`src/hw/rtl/bmhq_pkg.sv`:
```
// shared constants and types for the binary max-heap queue
package bmhq_pkg;

  localparam int DEPTH        = 1024;
  localparam int KEY_BITS     = 32;
  localparam int PAYLOAD_BITS = 32;
  localparam int ADDR_BITS    = $clog2(DEPTH);
  localparam int CNT_BITS     = $clog2(DEPTH + 1);
  localparam int CHILD_BITS   = ADDR_BITS + 2;
  localparam int ENTRY_BITS   = KEY_BITS + PAYLOAD_BITS;

  typedef enum logic [1:0] {
    ST_OK    = 2'd0,
    ST_FULL  = 2'd1,
    ST_EMPTY = 2'd2
  } status_t;

  typedef enum logic {
    OP_INSERT  = 1'b0,
    OP_EXTRACT = 1'b1
  } op_t;

  typedef struct packed {
    logic signed [KEY_BITS-1:0] key;
    logic [PAYLOAD_BITS-1:0]    payload;
  } entry_t;

  typedef struct packed {
    status_t                    status;
    logic signed [KEY_BITS-1:0] key;
    logic [PAYLOAD_BITS-1:0]    payload;
    logic [CNT_BITS-1:0]        fill;
  } result_t;

endpackage

```
`src/hw/rtl/bmhq_ctrl.sv`:
```
// heap sequencer: hole-based sift up and sift down over the entry memory
module bmhq_ctrl (
  input  logic                                clk,
  input  logic                                rst_n,
  input  logic                                req_valid,
  output logic                                req_ready,
  input  logic                                req_kind,
  input  logic signed [bmhq_pkg::KEY_BITS-1:0] req_key,
  input  logic [bmhq_pkg::PAYLOAD_BITS-1:0]   req_payload,
  output logic                                res_valid,
  input  logic                                res_ready,
  output bmhq_pkg::result_t                   res,
  output logic                                mem_we,
  output logic [bmhq_pkg::ADDR_BITS-1:0]      mem_waddr,
  output bmhq_pkg::entry_t                    mem_wdata,
  output logic [bmhq_pkg::ADDR_BITS-1:0]      mem_raddr_a,
  output logic [bmhq_pkg::ADDR_BITS-1:0]      mem_raddr_b,
  input  bmhq_pkg::entry_t                    mem_rdata_a,
  input  bmhq_pkg::entry_t                    mem_rdata_b
);

  typedef enum logic [2:0] {
    S_IDLE,
    S_UP_RD,
    S_UP_CMP,
    S_EX_RD,
    S_EX_CMP,
    S_DN_RD,
    S_DN_CMP,
    S_DONE
  } state_t;

  state_t                          state_r, state_nxt;
  logic [bmhq_pkg::ADDR_BITS-1:0]  pos_r, pos_nxt;
  logic [bmhq_pkg::CNT_BITS-1:0]   cnt_r, cnt_nxt;
  bmhq_pkg::entry_t                mov_r, mov_nxt;
  bmhq_pkg::result_t               res_r, res_nxt;

  logic [bmhq_pkg::ADDR_BITS-1:0]  parent;
  logic [bmhq_pkg::CHILD_BITS-1:0] lc, rc, cnt_ext;
  logic                            lc_ok, rc_ok, take_l, take_r;
  logic signed [bmhq_pkg::KEY_BITS-1:0] best_key;
  logic [bmhq_pkg::CNT_BITS-1:0]   cnt_dec;

  assign parent   = (pos_r - bmhq_pkg::ADDR_BITS'(1)) >> 1;
  assign lc       = {1'b0, pos_r, 1'b1};
  assign rc       = lc + bmhq_pkg::CHILD_BITS'(1);
  assign cnt_ext  = bmhq_pkg::CHILD_BITS'(cnt_r);
  assign lc_ok    = lc < cnt_ext;
  assign rc_ok    = rc < cnt_ext;
  assign take_l   = lc_ok && (mem_rdata_a.key > mov_r.key);
  assign best_key = take_l ? mem_rdata_a.key : mov_r.key;
  assign take_r   = rc_ok && (mem_rdata_b.key > best_key);
  assign cnt_dec  = cnt_r - bmhq_pkg::CNT_BITS'(1);

  assign req_ready = (state_r == S_IDLE);
  assign res_valid = (state_r == S_DONE);
  assign res       = res_r;

  always_comb begin
    state_nxt   = state_r;
    pos_nxt     = pos_r;
    cnt_nxt     = cnt_r;
    mov_nxt     = mov_r;
    res_nxt     = res_r;
    mem_we      = 1'b0;
    mem_waddr   = pos_r;
    mem_wdata   = mov_r;
    mem_raddr_a = '0;
    mem_raddr_b = '0;
    unique case (state_r)
      S_IDLE: begin
        if (req_valid) begin
          res_nxt.status  = bmhq_pkg::ST_OK;
          res_nxt.key     = '0;
          res_nxt.payload = '0;
          res_nxt.fill    = cnt_r;
          if (req_kind == bmhq_pkg::OP_INSERT) begin
            if (cnt_r == bmhq_pkg::CNT_BITS'(bmhq_pkg::DEPTH)) begin
              res_nxt.status = bmhq_pkg::ST_FULL;
              state_nxt      = S_DONE;
            end else begin
              mov_nxt.key     = req_key;
              mov_nxt.payload = req_payload;
              pos_nxt         = cnt_r[bmhq_pkg::ADDR_BITS-1:0];
              cnt_nxt         = cnt_r + bmhq_pkg::CNT_BITS'(1);
              state_nxt       = S_UP_RD;
            end
          end else begin
            if (cnt_r == '0) begin
              res_nxt.status = bmhq_pkg::ST_EMPTY;
              state_nxt      = S_DONE;
            end else begin
              state_nxt = S_EX_RD;
            end
          end
        end
      end
      S_UP_RD: begin
        if (pos_r == '0) begin
          mem_we       = 1'b1;
          res_nxt.fill = cnt_r;
          state_nxt    = S_DONE;
        end else begin
          mem_raddr_a = parent;
          state_nxt   = S_UP_CMP;
        end
      end
      S_UP_CMP: begin
        mem_we = 1'b1;
        if (mov_r.key > mem_rdata_a.key) begin
          mem_wdata = mem_rdata_a;
          pos_nxt   = parent;
          state_nxt = S_UP_RD;
        end else begin
          res_nxt.fill = cnt_r;
          state_nxt    = S_DONE;
        end
      end
      S_EX_RD: begin
        mem_raddr_a = '0;
        mem_raddr_b = cnt_dec[bmhq_pkg::ADDR_BITS-1:0];
        state_nxt   = S_EX_CMP;
      end
      S_EX_CMP: begin
        res_nxt.key     = mem_rdata_a.key;
        res_nxt.payload = mem_rdata_a.payload;
        res_nxt.fill    = cnt_dec;
        cnt_nxt         = cnt_dec;
        mov_nxt         = mem_rdata_b;
        pos_nxt         = '0;
        state_nxt       = (cnt_dec == '0) ? S_DONE : S_DN_RD;
      end
      S_DN_RD: begin
        mem_raddr_a = lc[bmhq_pkg::ADDR_BITS-1:0];
        mem_raddr_b = rc[bmhq_pkg::ADDR_BITS-1:0];
        state_nxt   = S_DN_CMP;
      end
      S_DN_CMP: begin
        mem_we = 1'b1;
        if (take_r) begin
          mem_wdata = mem_rdata_b;
          pos_nxt   = rc[bmhq_pkg::ADDR_BITS-1:0];
          state_nxt = S_DN_RD;
        end else if (take_l) begin
          mem_wdata = mem_rdata_a;
          pos_nxt   = lc[bmhq_pkg::ADDR_BITS-1:0];
          state_nxt = S_DN_RD;
        end else begin
          state_nxt = S_DONE;
        end
      end
      S_DONE: begin
        if (res_ready) begin
          state_nxt = S_IDLE;
        end
      end
      default: state_nxt = S_IDLE;
    endcase
  end

  always_ff @(posedge clk) begin
    if (!rst_n) begin
      state_r <= S_IDLE;
      cnt_r   <= '0;
    end else begin
      state_r <= state_nxt;
      cnt_r   <= cnt_nxt;
    end
    pos_r <= pos_nxt;
    mov_r <= mov_nxt;
    res_r <= res_nxt;
  end

endmodule

```
`config.mk`:
```
export PLATFORM = sky130hd
export DESIGN_NAME = bmhq_ctrl
export DESIGN_NICKNAME = d
export VERILOG_FILES = /design/src/hw/rtl/bmhq_pkg.sv /design/src/hw/rtl/bmhq_ctrl.sv
export SDC_FILE = /design/constraint.sdc
export NUM_CORES = 1
export LEC_CHECK = 0
export ABC_AREA = 1
export ABC_CLOCK_PERIOD_IN_PS = 6400
export CORE_ASPECT_RATIO = 2
export CORE_UTILIZATION = 40
export CTS_CLUSTER_DIAMETER = 40
export DETAILED_ROUTE_END_ITERATION = 16
export DONT_BUFFER_PORTS = 1
export PLACE_DENSITY = 0.52
export SYNTH_ARGS = -nofsm -noshare
export SYNTH_HDL_FRONTEND = slang
export SYNTH_SLANG_ARGS = --single-unit
```
`constraint.sdc`:
```
create_clock -name clk -period 6.4 [get_ports clk]
set_input_delay 1.28 -clock clk [delete_from_list [all_inputs] [get_ports clk]]
set_output_delay 1.28 -clock clk [all_outputs]
set_load 0.05 [all_outputs]
```
==> results of run 1 <==
## flip-flops by register name (all words and copies together), names as in the netlist
register,cells
res,77
mov_r,64
cnt_r,11
mem_waddr,10
state_r,3
## worst paths after layout
check | startpoint | end | slack, ns | depth (start not counted)
worst max-delay path | mem_rdata_a[58] | mem_wdata[49] | -0.03 | 29
worst min-delay path | cnt_r[10] | cnt_r[10] | 0.56 | 2
worst max register to register | cnt_r[4] | mem_waddr[8] | 1.44 | 25
worst min register to register | cnt_r[10] | cnt_r[10] | 0.56 | 2
## routing by layer
| metal | vias to the layer above | GRT usage | share of wire | wire (um) |
|---|---|---|---|---|
| li1 | 6604 | - | - | - |
| met1 | 6594 | 0.2920 | 0.32 | 18120 |
| met2 | 649 | 0.6253 | 0.56 | 31570 |
| met3 | 168 | 0.05750 | 0.065 | 3693 |
| met4 | 0 | 0.1902 | 0.060 | 3419 |
| met5 | - | 0 | 0 | 0 |
## metrics by stage
step	TNS, ns	std cells	util	setup WS [ns]
6_report	-0.08265	2542	0.5221	-0.03472
5_1_grt	-10.97	2542	0.5221	-0.2255
4_1_cts	-0.07048	2523	0.4871	-0.03136
3_5_place_dp	-14.50	2485	0.4601	-0.2748
3_3_place_gp	-15.90	2485	0.4601	-0.2992
2_1_floorplan	0	1996	-	0.3087
## cell families after synthesis
kind of cell | count (synthesis) | synth area share
fa+ha+maj | 93 | 0.08699
simple gates | 1252 | 0.3778
flops | 165 | 0.3599
compound gates | 162 | 0.06819
buf+inv | 302 | 0.09269
xor+xnor | 22 | 0.01441
## area by class of cell
type / count / area share
sequential: 165 / 0.2800
timing repair buffer: 175 / 0.1273
clock inverter: 15 / 0.01070
multi-input combinational: 1529 / 0.4789
tap: 432 / 0.03144
clock buffer: 17 / 0.02474
inverter: 209 / 0.04687
## layout by cell type, fill, tap and decap left out, drive strengths merged, types with 6 or more instances in the layout
master	synthesis	layout
a21oi	61	61
buf	40	169
clkbuf	53	23
clkinv	1	7
dfxtp	14	14
edfxtp	151	151
ha	93	93
inv	208	212
nand2	652	652
nand3	136	136
nand4	44	44
nor2	396	396
nor3	10	10
o21ai	84	84
or2	6	6
xor2	19	19
## critical path, delay by kind of cell
kind / cells / cell delay [ns]
AO/OA/AOI/OAI: 3 / 0.52
adder cells (fa/ha/maj): 2 / 0.53
buffers and inverters: 9 / 1.25
AND/OR/NAND/NOR: 15 / 1.55
## repair_timing
| action | 4_1_cts | 5_1_grt |
|---|---|---|
| resized for setup | 47 | 201 |
| pin swaps | 4 | 57 |
| cloned | 2 | 8 |
| setup endpoints to repair | 64 | 64 |
| hold endpoints to repair | 0 | 0 |
| setup buffers | 4 | 11 |
==> reports/results.txt, run 1 <==
Clock skew on the completed layout was measured at 0.01284 ns. The hold violation count in the final report is 0. The die covers 34220 um^2. The number of nets handed over by synthesis was 2286. The logs give 0.46 ns for the clock insertion delay at the later pin of the skew report and 5.15 ns for the data arrival time of the worst path. The logs give 165 for the number of clock sinks seen by CTS and 39790 um for the post-DP HPWL. The number of antenna diodes in the final layout is 0. In the synthesized netlist, the number of instances is 1996. Dividing the detail-routed via count by the number of cells gives 5.513. The average wire per standard cell is 22.35 um. The tools report the effective utilization at floorplan as 0.4062. Cell type with the highest occurrence count on the critical path: sky130_fd_sc_hd__nand2_2.

The filler cells instantiated in the layout total 3301. Setup repair after global routing could not meet its margin everywhere. The checks that failed: negative setup slack. The run finished, with violations left. Before antenna repair, the detailed router went through 11 iterations. The layout overhead on the synthesized area is 28.53%. Ranked by total cell area, the synthesized netlist is headed by sky130_fd_sc_hd__edfxtp_1 34%, sky130_fd_sc_hd__nand2_1 18%, sky130_fd_sc_hd__nor2_1 11%. The run gives 0.5577 ns as the final hold slack.

The detailed router placed 14020 vias in this run. The total overflow left after global routing is 0. Of all nets on the critical path, the largest fanout is 7.

The tools report the final routed wirelength across all metal layers as 56800 um. The detail route stage leaves a number of antenna-violating nets equal to 0. Pin placement for this block handled 371 I/O pins. The worst max-slew margin expressed relative to the limit is 0.2536, and the transition at the pin with the smallest max-transition slack is 1.136 ns. Among all cell types in the netlist, the one instantiated most often is sky130_fd_sc_hd__nand2_1. The register area share after synthesis is 0.3599, and the final cycle utilization of the critical path is 1.005.

The unique cell type count in the Yosys netlist is 39, and the biggest cell delay along the critical path is 0.30 ns. The category of the most critical setup path was in -> out. The synthesized design contains 165 register bits.

The maximum clock rate came out at 155.4 MHz. The tools report the startpoint class of the critical path as a primary input. Mean post-synth cell area: 6.702 um^2. STA classifies the critical path endpoint as an output port. Counting the buffers created by CTS gives 17. The detailed router finished its first iteration with 864 violations. The floorplan step set the die width to 131.3 um. Cell area reported after detailed placement: 15150 um^2.

Routability-driven placement finished with a final weighted congestion of 0.9733. The logs give 0 for the max-cap violation count and 8234 um^2 for the area occupied by multi-input gates. After clock tree synthesis, the clock-pin slew on the worst setup and hold paths is 0.08 ns. The run gives 13640 as the number of global-route vias before repair. The most used flip-flop cell after synthesis is sky130_fd_sc_hd__edfxtp_1. For this run, the number of Yosys warnings is 0. The count of buffers added on input and output ports is 0. The finished cells cover 17190 um^2.

The first global-routing pass estimated 79660 um of wire. TritonCTS built the clock tree. The biggest area contributor in the post-synthesis netlist is sky130_fd_sc_hd__edfxtp_1. The hold buffer count at cts was 0. The initialized floorplan defines 94 standard-cell rows. The fraction of post-synthesis cell area in the top cell type by area works out to 0.3390. The tools report the flip-flop and latch area as 4815 um^2.

The count of flip-flops with a built-in enable after synthesis is 151. The tools report the clock root buffer as sky130_fd_sc_hd__clkbuf_16. The slowest stage of the critical path belongs to the cell sky130_fd_sc_hd__ha_1. The worst path in the final design needs a cycle of 6.435 ns, including I/O delays and setup. Ratio of cells with drive above 1 in the final layout: 0.1967.

At the worst endpoint, the required time is 5.12 ns. After floorplanning, the core was sized to cover 32930 um^2. Setup violations remaining at the end of the flow were counted as 5. The run gives 2 as the worst-case clock buffer depth.

The run gives 0.3141 as the overall global routing resource usage. The number of max-slew violations in the final report was 0; the minimum setup slack in the final design was -0.03472 ns. Entering global routing, the biggest net connects 79 pins. The die is 260.6 um tall. The H-tree was split into 4 levels. In this run the cell area of the synthesized design comes to 13380 um^2.

The commonest cells after synthesis are 650 x sky130_fd_sc_hd__nand2_1, 395 x sky130_fd_sc_hd__nor2_1, 205 x sky130_fd_sc_hd__inv_1, 151 x sky130_fd_sc_hd__edfxtp_1, 133 x sky130_fd_sc_hd__nand3_1. At the end of the flow, the number of nets in the layout was 2387. The worst hold-check path type is reg -> reg. Share of async-settable or async-resettable flops after synthesis: 0.

After detailed routing, the number of remaining DRC violations is 0. Initial antenna violation count: 0.
Power of run 1 is not shown: default switching activity piles up to over one toggle a cycle in this logic, so the estimate is an artifact.
==> run 2, diff against run 1 <==
--- a/config.mk
+++ b/config.mk
@@ -8,11 +8,12 @@
 export ABC_AREA = 1
 export ABC_CLOCK_PERIOD_IN_PS = 6400
 export CORE_ASPECT_RATIO = 2
-export CORE_UTILIZATION = 40
+export CORE_UTILIZATION = 30
 export CTS_CLUSTER_DIAMETER = 40
 export DETAILED_ROUTE_END_ITERATION = 16
 export DONT_BUFFER_PORTS = 1
-export PLACE_DENSITY = 0.52
+export PLACE_DENSITY = 0.42
+export SETUP_SLACK_MARGIN = 0.02
 export SYNTH_ARGS = -nofsm -noshare
 export SYNTH_HDL_FRONTEND = slang
 export SYNTH_SLANG_ARGS = --single-unit
==> reports/results.txt, run 2 (synthesized netlist as in run 1, its figures left out) <==
For the leftover overflow at the end of global routing, the log shows 0 (unchanged). For the initial antenna violation count, the log shows 5 (was 0). The setup skew after layout is 0.01684 ns (was 0.01284 ns), and the highest fanout seen on the critical path is 7 (unchanged).

The clock insertion delay at the later pin of the skew report is 0.47 ns (was 0.46 ns), and the boundary pin count is 371 (unchanged). The startpoint class of the critical path was a primary input (unchanged). The number of iterations in the first detailed-routing pass is 5 (was 11), and the total non-filler cell area in the finished layout is 18270 um^2 (was 17190 um^2).

The area occupied by multi-input gates is 8553 um^2 (was 8234 um^2). The number of filler cells placed in the layout was 4585 (was 3301). The flow ran to the end, but the final reports show violations. The tools report the cell count after placement as 2639 (was 2485). The tools report the routed length on met2 as 35760 um (was 31570 um).

The cell type with the highest occurrence count on the critical path is sky130_fd_sc_hd__nand2_2 (unchanged). The final hold slack was 0.5541 ns (was 0.5577 ns). For the count of non-filler cells in the finished layout, the log shows 2708 (was 2542).

The final critical-path required period is 6.424 ns (was 6.435 ns), and the final weighted congestion in routability-driven placement is 0.9035 (was 0.9733). For the worst-case setup slack after placement, the log shows -0.4564 ns (was -0.2748 ns). The count of routing violations after the opening detailed-route iteration is 809 (was 864). The number of buffer and inverter instances along the worst setup path was 10 (was 9). The tools report the final antenna-violating net count as 0 (unchanged). For the area of the placeable core, the log shows 44050 um^2 (was 32930 um^2). The max-cap violation count is 0 (unchanged).

Minimum setup slack in the final design: -0.02402 ns (was -0.03472 ns). The flip-flop count of the largest register, all copies and words added came out at 77 (unchanged). For the effective utilization at floorplan, the log shows 0.3037 (was 0.4062). The tools report the data arrival time of the worst path as 5.14 ns (was 5.15 ns). The routed metal-1 wire length was 21670 um (was 18120 um); the count of final setup violators was 9 (was 5). Post-DP HPWL: 45820 um (was 39790 um). The floorplan die height was 300.6 um (was 260.6 um). The top metal layer carrying routed signals is met5 (was met4). The total number of nets in the final design is 2426 (was 2387). Number of global-route vias before repair: 14300 (was 13640). The tools report the kind of end point of the critical path as an output port (unchanged).

Final routed wirelength across all metal layers: 64770 um (was 56800 um). The flip-flop and latch area is 4815 um^2 (unchanged). The worst hold-check path type is reg -> reg (unchanged). Cell family with the largest share of critical-path delay: simple AND/OR/NAND/NOR gates (unchanged). The logs give 0.2806 (was 0.3141) for the overall global routing resource usage and 0 (unchanged) for the number of max-slew violations in the final report. The average wire per standard cell was 23.92 um (was 22.35 um); the quantity of I/O buffers inserted on ports was 0 (unchanged). The logs give 45490 um^2 (was 34220 um^2) for the area of the die and 5.12 ns (about the same) for the required time of the worst setup path.

Category of the most critical setup path: in -> out (unchanged). The cell area reported after detailed placement is 15900 um^2 (was 15150 um^2), and the final cycle utilization of the critical path is 1.004 (was 1.005). The count of standard-cell rows is 109 (was 94), and the maximum clock rate is 155.7 MHz (was 155.4 MHz). The run gives 3847 um (was 3693 um) as the routed length on met3. TritonCTS built the clock tree. The slowest cell on the critical path was sky130_fd_sc_hd__ha_1 (unchanged). Number of vias per cell: 5.192 (was 5.513).

The leading cell type in the layout, fill and taps excluded was sky130_fd_sc_hd__nand2_1 (unchanged). The CTS buffer count was 17 (unchanged); the clock-pin slew reported for the worst setup and hold paths after clock tree synthesis was 0.07 ns (was 0.08 ns). The register-to-register setup slack was 1.46 ns (was 1.44 ns). Setup repair after global routing could not meet its margin everywhere. The layout overhead on the synthesized area works out to 36.59% (was 28.53%). The ratio of cells with drive above 1 in the final layout was 0.2383 (was 0.1967). The tools report the wire length of the first global-routing pass as 90800 um (was 79660 um).

The worst-case clock buffer depth was 2 (unchanged); the largest net degree at the start of global routing was 82 (was 79). The number of clock sinks seen by CTS was 165 (unchanged); the width of the chip was 151.3 um (was 131.3 um). The hold violation count in the final report was 0 (unchanged); the biggest cell delay along the critical path was 0.28 ns (was 0.30 ns). Most frequent cells in the layout: 584 x sky130_fd_sc_hd__nand2_1, 357 x sky130_fd_sc_hd__nor2_1, 194 x sky130_fd_sc_hd__inv_1 (was 627 x sky130_fd_sc_hd__nand2_1, 364 x sky130_fd_sc_hd__nor2_1, 193 x sky130_fd_sc_hd__inv_1). The transition at the pin with the smallest max-transition slack was 1.117 ns (was 1.136 ns). The clock root buffer was sky130_fd_sc_hd__clkbuf_16 (unchanged). The via total after detailed routing was 14060 (was 14020); the worst max-slew margin expressed relative to the limit was 0.2553 (was 0.2536). The total DRC errors in the routed layout was 0 (unchanged); the CTS H-tree depth was 4 (unchanged).

Failing checks: negative setup slack (unchanged).
[run 2: cell count changes in the layout (fill, tap and decap cells not counted), sizes merged]
cell / previous run / this run
bufinv: 1 / 2
inv: 212 / 210
clkinvlp: 4 / 3
bufbuf: 0 / 1
clkinv: 7 / 8
clkbuf: 23 / 22
buf: 169 / 209
diode: 0 / 4
[run 2: what timing repair did]
item                                    CTS  global route
gates resized for setup                 150           164
setup buffers                            19             8
endpoints found under the hold margin     0             0
hold buffers                              0             0
gates cloned                              5             6
endpoints found under the setup margin   64            64
pin swaps                                44            84
[run 2: final cells by class]
| class | count | share of cell area |
|---|---|---|
| multi-input combinational | 1529 | 0.4681 |
| sequential | 165 | 0.2635 |
| timing repair buffer | 214 | 0.1530 |
| inverter | 209 | 0.04465 |
| tap | 555 | 0.03801 |
| clock buffer | 18 | 0.02404 |
| clock inverter | 14 | 0.008149 |
| antenna | 4 | 0.0005478 |
[run 2: tightest hold or removal path: stages, from the launching register on]
cell and delay [ns]:
sky130_fd_sc_hd__dfxtp_1 0.34, sky130_fd_sc_hd__a21oi_1 0.13, sky130_fd_sc_hd__nor2_1 0.05
[run 2: metal layers]
layer  GRT usage  vias up
li1            -     6677
met1      0.2744     6717
met2      0.5310      526
met3     0.05712      137
met4      0.1590        2
met5           0        -
[run 2: worst paths after layout]
check | start | end | cells past startpoint
hold / removal | cnt_r[10] | cnt_r[10] | 2
hold reg to reg | cnt_r[10] | cnt_r[10] | 2
setup / recovery | mem_rdata_a[33] | mem_wdata[27] | 36
setup reg to reg | cnt_r[2] | mem_waddr[4] | 27
[run 2: per-stage QoR]
stage,util,setup TNS [ns]
after floorplan,-,0
after global placement,0.3610,-24.65
after CTS,0.3974,0
after global routing,0.4148,-11.37
final,0.4148,-0.1283
after detailed placement,0.3610,-25.43
Power of run 2 is left out for the same reason.
==> run 3, diff against run 2 <==
--- a/config.mk
+++ b/config.mk
@@ -5,7 +5,6 @@
 export SDC_FILE = /design/constraint.sdc
 export NUM_CORES = 1
 export LEC_CHECK = 0
-export ABC_AREA = 1
 export ABC_CLOCK_PERIOD_IN_PS = 6400
 export CORE_ASPECT_RATIO = 2
 export CORE_UTILIZATION = 30
==> reports/results.txt, run 3 <==
The mean post-synth cell area works out to 8.940 um^2 (was 6.702 um^2). The tools report the part of the power in registers as 0.230. The logs give 371 (unchanged) for the boundary pin count and 0 (unchanged) for the number of synthesis warnings. The average wire per standard cell was 25.84 um (was 23.92 um); the share of total power in combinational logic was 0.682. The leading cell type in the layout, fill and taps excluded was sky130_fd_sc_hd__nand2_1 (unchanged). The most frequently used flop master after synthesis is sky130_fd_sc_hd__edfxtp_1 (unchanged). The ratio of cells with drive above 1 in the final layout came out at 0.3556 (was 0.2383). The total DRC errors in the routed layout was 0 (unchanged).

The instance count of the mapped netlist was 1346 (was 1996); the via total after detailed routing was 11630 (was 14060). The layout overhead on the synthesized area was 45.93% (was 36.59%). The final critical-path required period was 7.162 ns (was 6.424 ns).

The hold buffer count at cts is 0 (unchanged). Area of the die: 40960 um^2 (was 45490 um^2). For the total standard cell area after synthesis, the log shows 12030 um^2 (was 13380 um^2).

For the final antenna-violating net count, the log shows 0 (unchanged). The clock insertion delay at the later pin of the skew report is 0.45 ns (was 0.47 ns). The worst-case setup slack after placement is -1.010 ns (was -0.4564 ns), and the fraction of power consumed by the clock network is 0.088. TritonCTS built the clock tree. The number of storage elements in the synthesis netlist was 165 (unchanged); the count of routing violations after the opening detailed-route iteration was 486 (was 809).

The worst hold-check path type is reg -> reg (unchanged). Largest cells by area after synthesis: sky130_fd_sc_hd__edfxtp_1 38%, sky130_fd_sc_hd__ha_1 9.7%, sky130_fd_sc_hd__nand2_1 7.6% (was sky130_fd_sc_hd__edfxtp_1 34%, sky130_fd_sc_hd__nand2_1 18%, sky130_fd_sc_hd__nor2_1 11%). The worst-case clock buffer depth was 2 (unchanged); the clock-pin slew reported for the worst setup and hold paths after clock tree synthesis was 0.08 ns (was 0.07 ns).

The worst max-slew margin expressed relative to the limit is 0.2770 (was 0.2553). Most frequent cells in the layout: 243 x sky130_fd_sc_hd__nand2_1, 192 x sky130_fd_sc_hd__buf_4, 151 x sky130_fd_sc_hd__edfxtp_1 (was 584 x sky130_fd_sc_hd__nand2_1, 357 x sky130_fd_sc_hd__nor2_1, 194 x sky130_fd_sc_hd__inv_1). Fraction of post-synthesis cell area in the top cell type by area: 0.3768 (was 0.3390). The run gives 91 (was 82) as the largest net degree at the start of global routing. The data arrival time of the worst path is 5.88 ns (was 5.14 ns). The run finished, with violations left. The hold violation count in the final report is 0 (unchanged). The tools report the count of final setup violators as 64 (was 9). The floorplan die height is 285.2 um (was 300.6 um), and the number of clock sinks seen by CTS is 165 (unchanged). The transition at the pin with the smallest max-transition slack is 1.084 ns (was 1.117 ns), and the final routed wirelength across all metal layers is 54220 um (was 64770 um).

The logs give 0 (unchanged) for the number of max-slew violations in the final report and 40170 um (was 45820 um) for the post-DP HPWL. The count of standard-cell rows was 103 (was 109). Leftover overflow at the end of global routing: 0 (unchanged). Setup repair after global routing could not meet its margin everywhere.

The CTS buffer count was 17 (unchanged). Synth top cells by count: 244 x sky130_fd_sc_hd__nand2_1, 151 x sky130_fd_sc_hd__edfxtp_1, 93 x sky130_fd_sc_hd__ha_1, 91 x sky130_fd_sc_hd__o21ai_0, 72 x sky130_fd_sc_hd__clkbuf_1 (was 650 x sky130_fd_sc_hd__nand2_1, 395 x sky130_fd_sc_hd__nor2_1, 205 x sky130_fd_sc_hd__inv_1, 151 x sky130_fd_sc_hd__edfxtp_1, 133 x sky130_fd_sc_hd__nand3_1). Power density over cell area: 691.9 nW/um^2. Number of vias per cell: 5.545 (was 5.192).

The maximum clock rate was 139.6 MHz (was 155.7 MHz). Number of filler cells placed in the layout: 3860 (was 4585). The fraction of the core area covered by cells at the end of the flow was 0.4438 (was 0.4148); the proportion of total power due to net switching was 0.5220. Failing checks: negative setup slack (unchanged). The setup skew after layout was 0.01336 ns (was 0.01684 ns). Largest area contributor in the synthesized netlist: sky130_fd_sc_hd__edfxtp_1 (unchanged). The run gives 39560 um^2 (was 44050 um^2) as the area of the placeable core.

The share of async-settable or async-resettable flops after synthesis works out to 0 (unchanged). Total number of nets in the final design: 1849 (was 2426). The tools report the kind of end point of the critical path as an output port (unchanged).

The effective utilization at floorplan is 0.3041 (was 0.3037). The CTS H-tree depth was 4 (unchanged). Startpoint class of the critical path: a primary input (unchanged). The flip-flop count of the largest register, all copies and words added is 77 (unchanged), and the minimum setup slack in the final design is -0.7623 ns (was -0.02402 ns). Number of iterations in the first detailed-routing pass: 5 (unchanged).

Post-synth net total: 1636 (was 2286). Summed over all cells, the static leakage comes to 7.030 nW. The width of the chip is 143.6 um (was 151.3 um). Dominant cell by count in the synthesized netlist: sky130_fd_sc_hd__nand2_1 (unchanged). The max-cap violation count was 0 (unchanged).

The unique cell type count in the Yosys netlist is 66 (was 39). For this design the total switching power over the nets is 0.006341 W. The worst-case IR drop observed on VDD is 380.9 uV.

The number of global-route vias before repair was 11900 (was 14300); the highest fanout seen on the critical path was 14 (was 7). The initial antenna violation count is 1 (was 5), and the count of flip-flops with a built-in enable after synthesis is 151 (unchanged). The quantity of I/O buffers inserted on ports was 0 (unchanged). Category of the most critical setup path: in -> out (unchanged). The logs give 5.12 ns (about the same) for the required time of the worst setup path and 0.2631 (was 0.2806) for the overall global routing resource usage.

The design internal power was 0.005807 W; the wire length of the first global-routing pass was 77090 um (was 90800 um). Final cycle utilization of the critical path: 1.119 (was 1.004). The flip-flop and latch area was 4815 um^2 (unchanged).

For the area occupied by multi-input gates, the log shows 7986 um^2 (was 8553 um^2). The clock root buffer is sky130_fd_sc_hd__clkbuf_16 (unchanged). The final weighted congestion in routability-driven placement came out at 0.9564 (was 0.9035). The tools report the register area share after synthesis as 0.4001 (was 0.3599).
==> run 3: cell count changes after synthesis, moves of 22 or more <==
cell                       previous run  this run
sky130_fd_sc_hd__a22oi_1              1        38
sky130_fd_sc_hd__xnor2_1              3        41
sky130_fd_sc_hd__nor2_1             395        70
sky130_fd_sc_hd__nand3_1            133        61
sky130_fd_sc_hd__o21ai_0             43        91
sky130_fd_sc_hd__and3_1               0        36
sky130_fd_sc_hd__a221o_1              0        31
sky130_fd_sc_hd__o21ai_1             25         3
sky130_fd_sc_hd__nand2_1            650       244
sky130_fd_sc_hd__and2_1               1        44
sky130_fd_sc_hd__a21boi_0             0        34
sky130_fd_sc_hd__inv_1              205        60
sky130_fd_sc_hd__o211a_1              0        31
==> run 3: cells by family after synthesis <==
family          after synthesis  share of synthesized area
buf+inv                     156                    0.05251
xor+xnor                     46                    0.03348
compound gates              345                     0.2029
flops                       165                     0.4001
simple gates                538                     0.2118
mux                           3                   0.002496
fa+ha+maj                    93                    0.09670
==> run 3: cell type report <==
type,instances,share of cell area
antenna,1,0.0001425
clock buffer,17,0.02423
clock inverter,15,0.009049
inverter,62,0.01603
multi-input combinational,1025,0.4548
sequential,165,0.2742
tap,525,0.03741
timing repair buffer,288,0.1841
==> run 3: worst paths after layout <==
| kind | to | depth (start not counted) | start | slack, ns |
|---|---|---|---|---|
| setup / recovery | mem_wdata[19] | 24 | mem_rdata_a[42] | -0.76 |
| hold / removal | cnt_r[10] | 3 | cnt_r[10] | 0.64 |
| setup reg to reg | mem_waddr[6] | 25 | mem_waddr[5] | 0.73 |
| hold reg to reg | cnt_r[10] | 3 | cnt_r[10] | 0.64 |
==> run 3: routing by layer <==
layer  part of all wire  global-route usage  vias up
met4              0.058              0.1535        0
met3              0.053             0.04987      119
met2               0.57              0.5123      417
met1               0.32              0.2466     5717
li1                   -                   -     5381
met5                  0                   0        -
==> run 3: through the flow <==
step | hold slack, ns | std cells | setup TNS [ns] | total power [W] | cell area, um^2
6_report | 0.6437 | 2098 | -45.87 | 0.01215 | 17560
5_1_grt | 0.7096 | 2098 | -57.13 | 0.01272 | 17560
4_1_cts | 0.6428 | 2082 | -42.30 | 0.01205 | 17270
3_5_place_dp | 0.6295 | 2027 | -62.98 | 0.01026 | 15840
3_3_place_gp | 0.6281 | 2027 | -63.11 | 0.01024 | 15840
2_1_floorplan | 0.5147 | 1346 | -11.74 | 0.007183 | 12920
==> run 3: critical path, stage by stage <==
cell	delay, ns
sky130_fd_sc_hd__clkinvlp_4	0.09
sky130_fd_sc_hd__ha_4	0.28
sky130_fd_sc_hd__nand4_1	0.18
sky130_fd_sc_hd__nor3_2	0.34
sky130_fd_sc_hd__o21ai_2	0.12
sky130_fd_sc_hd__a31oi_4	0.23
sky130_fd_sc_hd__or3_4	0.21
sky130_fd_sc_hd__buf_12	0.16
sky130_fd_sc_hd__buf_4	0.14
sky130_fd_sc_hd__nand3_2	0.06
sky130_fd_sc_hd__a21boi_2	0.16
sky130_fd_sc_hd__ha_1	0.31
sky130_fd_sc_hd__nand4_1	0.15
sky130_fd_sc_hd__nor2_2	0.07
sky130_fd_sc_hd__a221o_1	0.43
sky130_fd_sc_hd__o31ai_4	0.35
sky130_fd_sc_hd__a21o_1	0.22
sky130_fd_sc_hd__buf_6	0.13
sky130_fd_sc_hd__a21oi_4	0.06
sky130_fd_sc_hd__buf_6	0.14
sky130_fd_sc_hd__buf_16	0.14
sky130_fd_sc_hd__and3_4	0.14
sky130_fd_sc_hd__a221o_2	0.32
sky130_fd_sc_hd__buf_12	0.16
==> run 3: timing repair <==
action,CTS,global route
setup buffers,22,16
setup endpoints to repair,64,64
cloned,5,0
resized for setup,144,37
pin swaps,70,49
==> run 3: power by group through the flow <==
stage	Sequential, W	Clock, W	Combinational (W)
after CTS	0.00280	0.00110	0.00815
after detailed placement	0.00281	0	0.00745
after global placement	0.00281	0	0.00743
final	0.00279	0.00107	0.00829
after floorplan	0.00283	0	0.00436
after global routing	0.00284	0.00113	0.00876
Power figures use the tool's default switching activity.
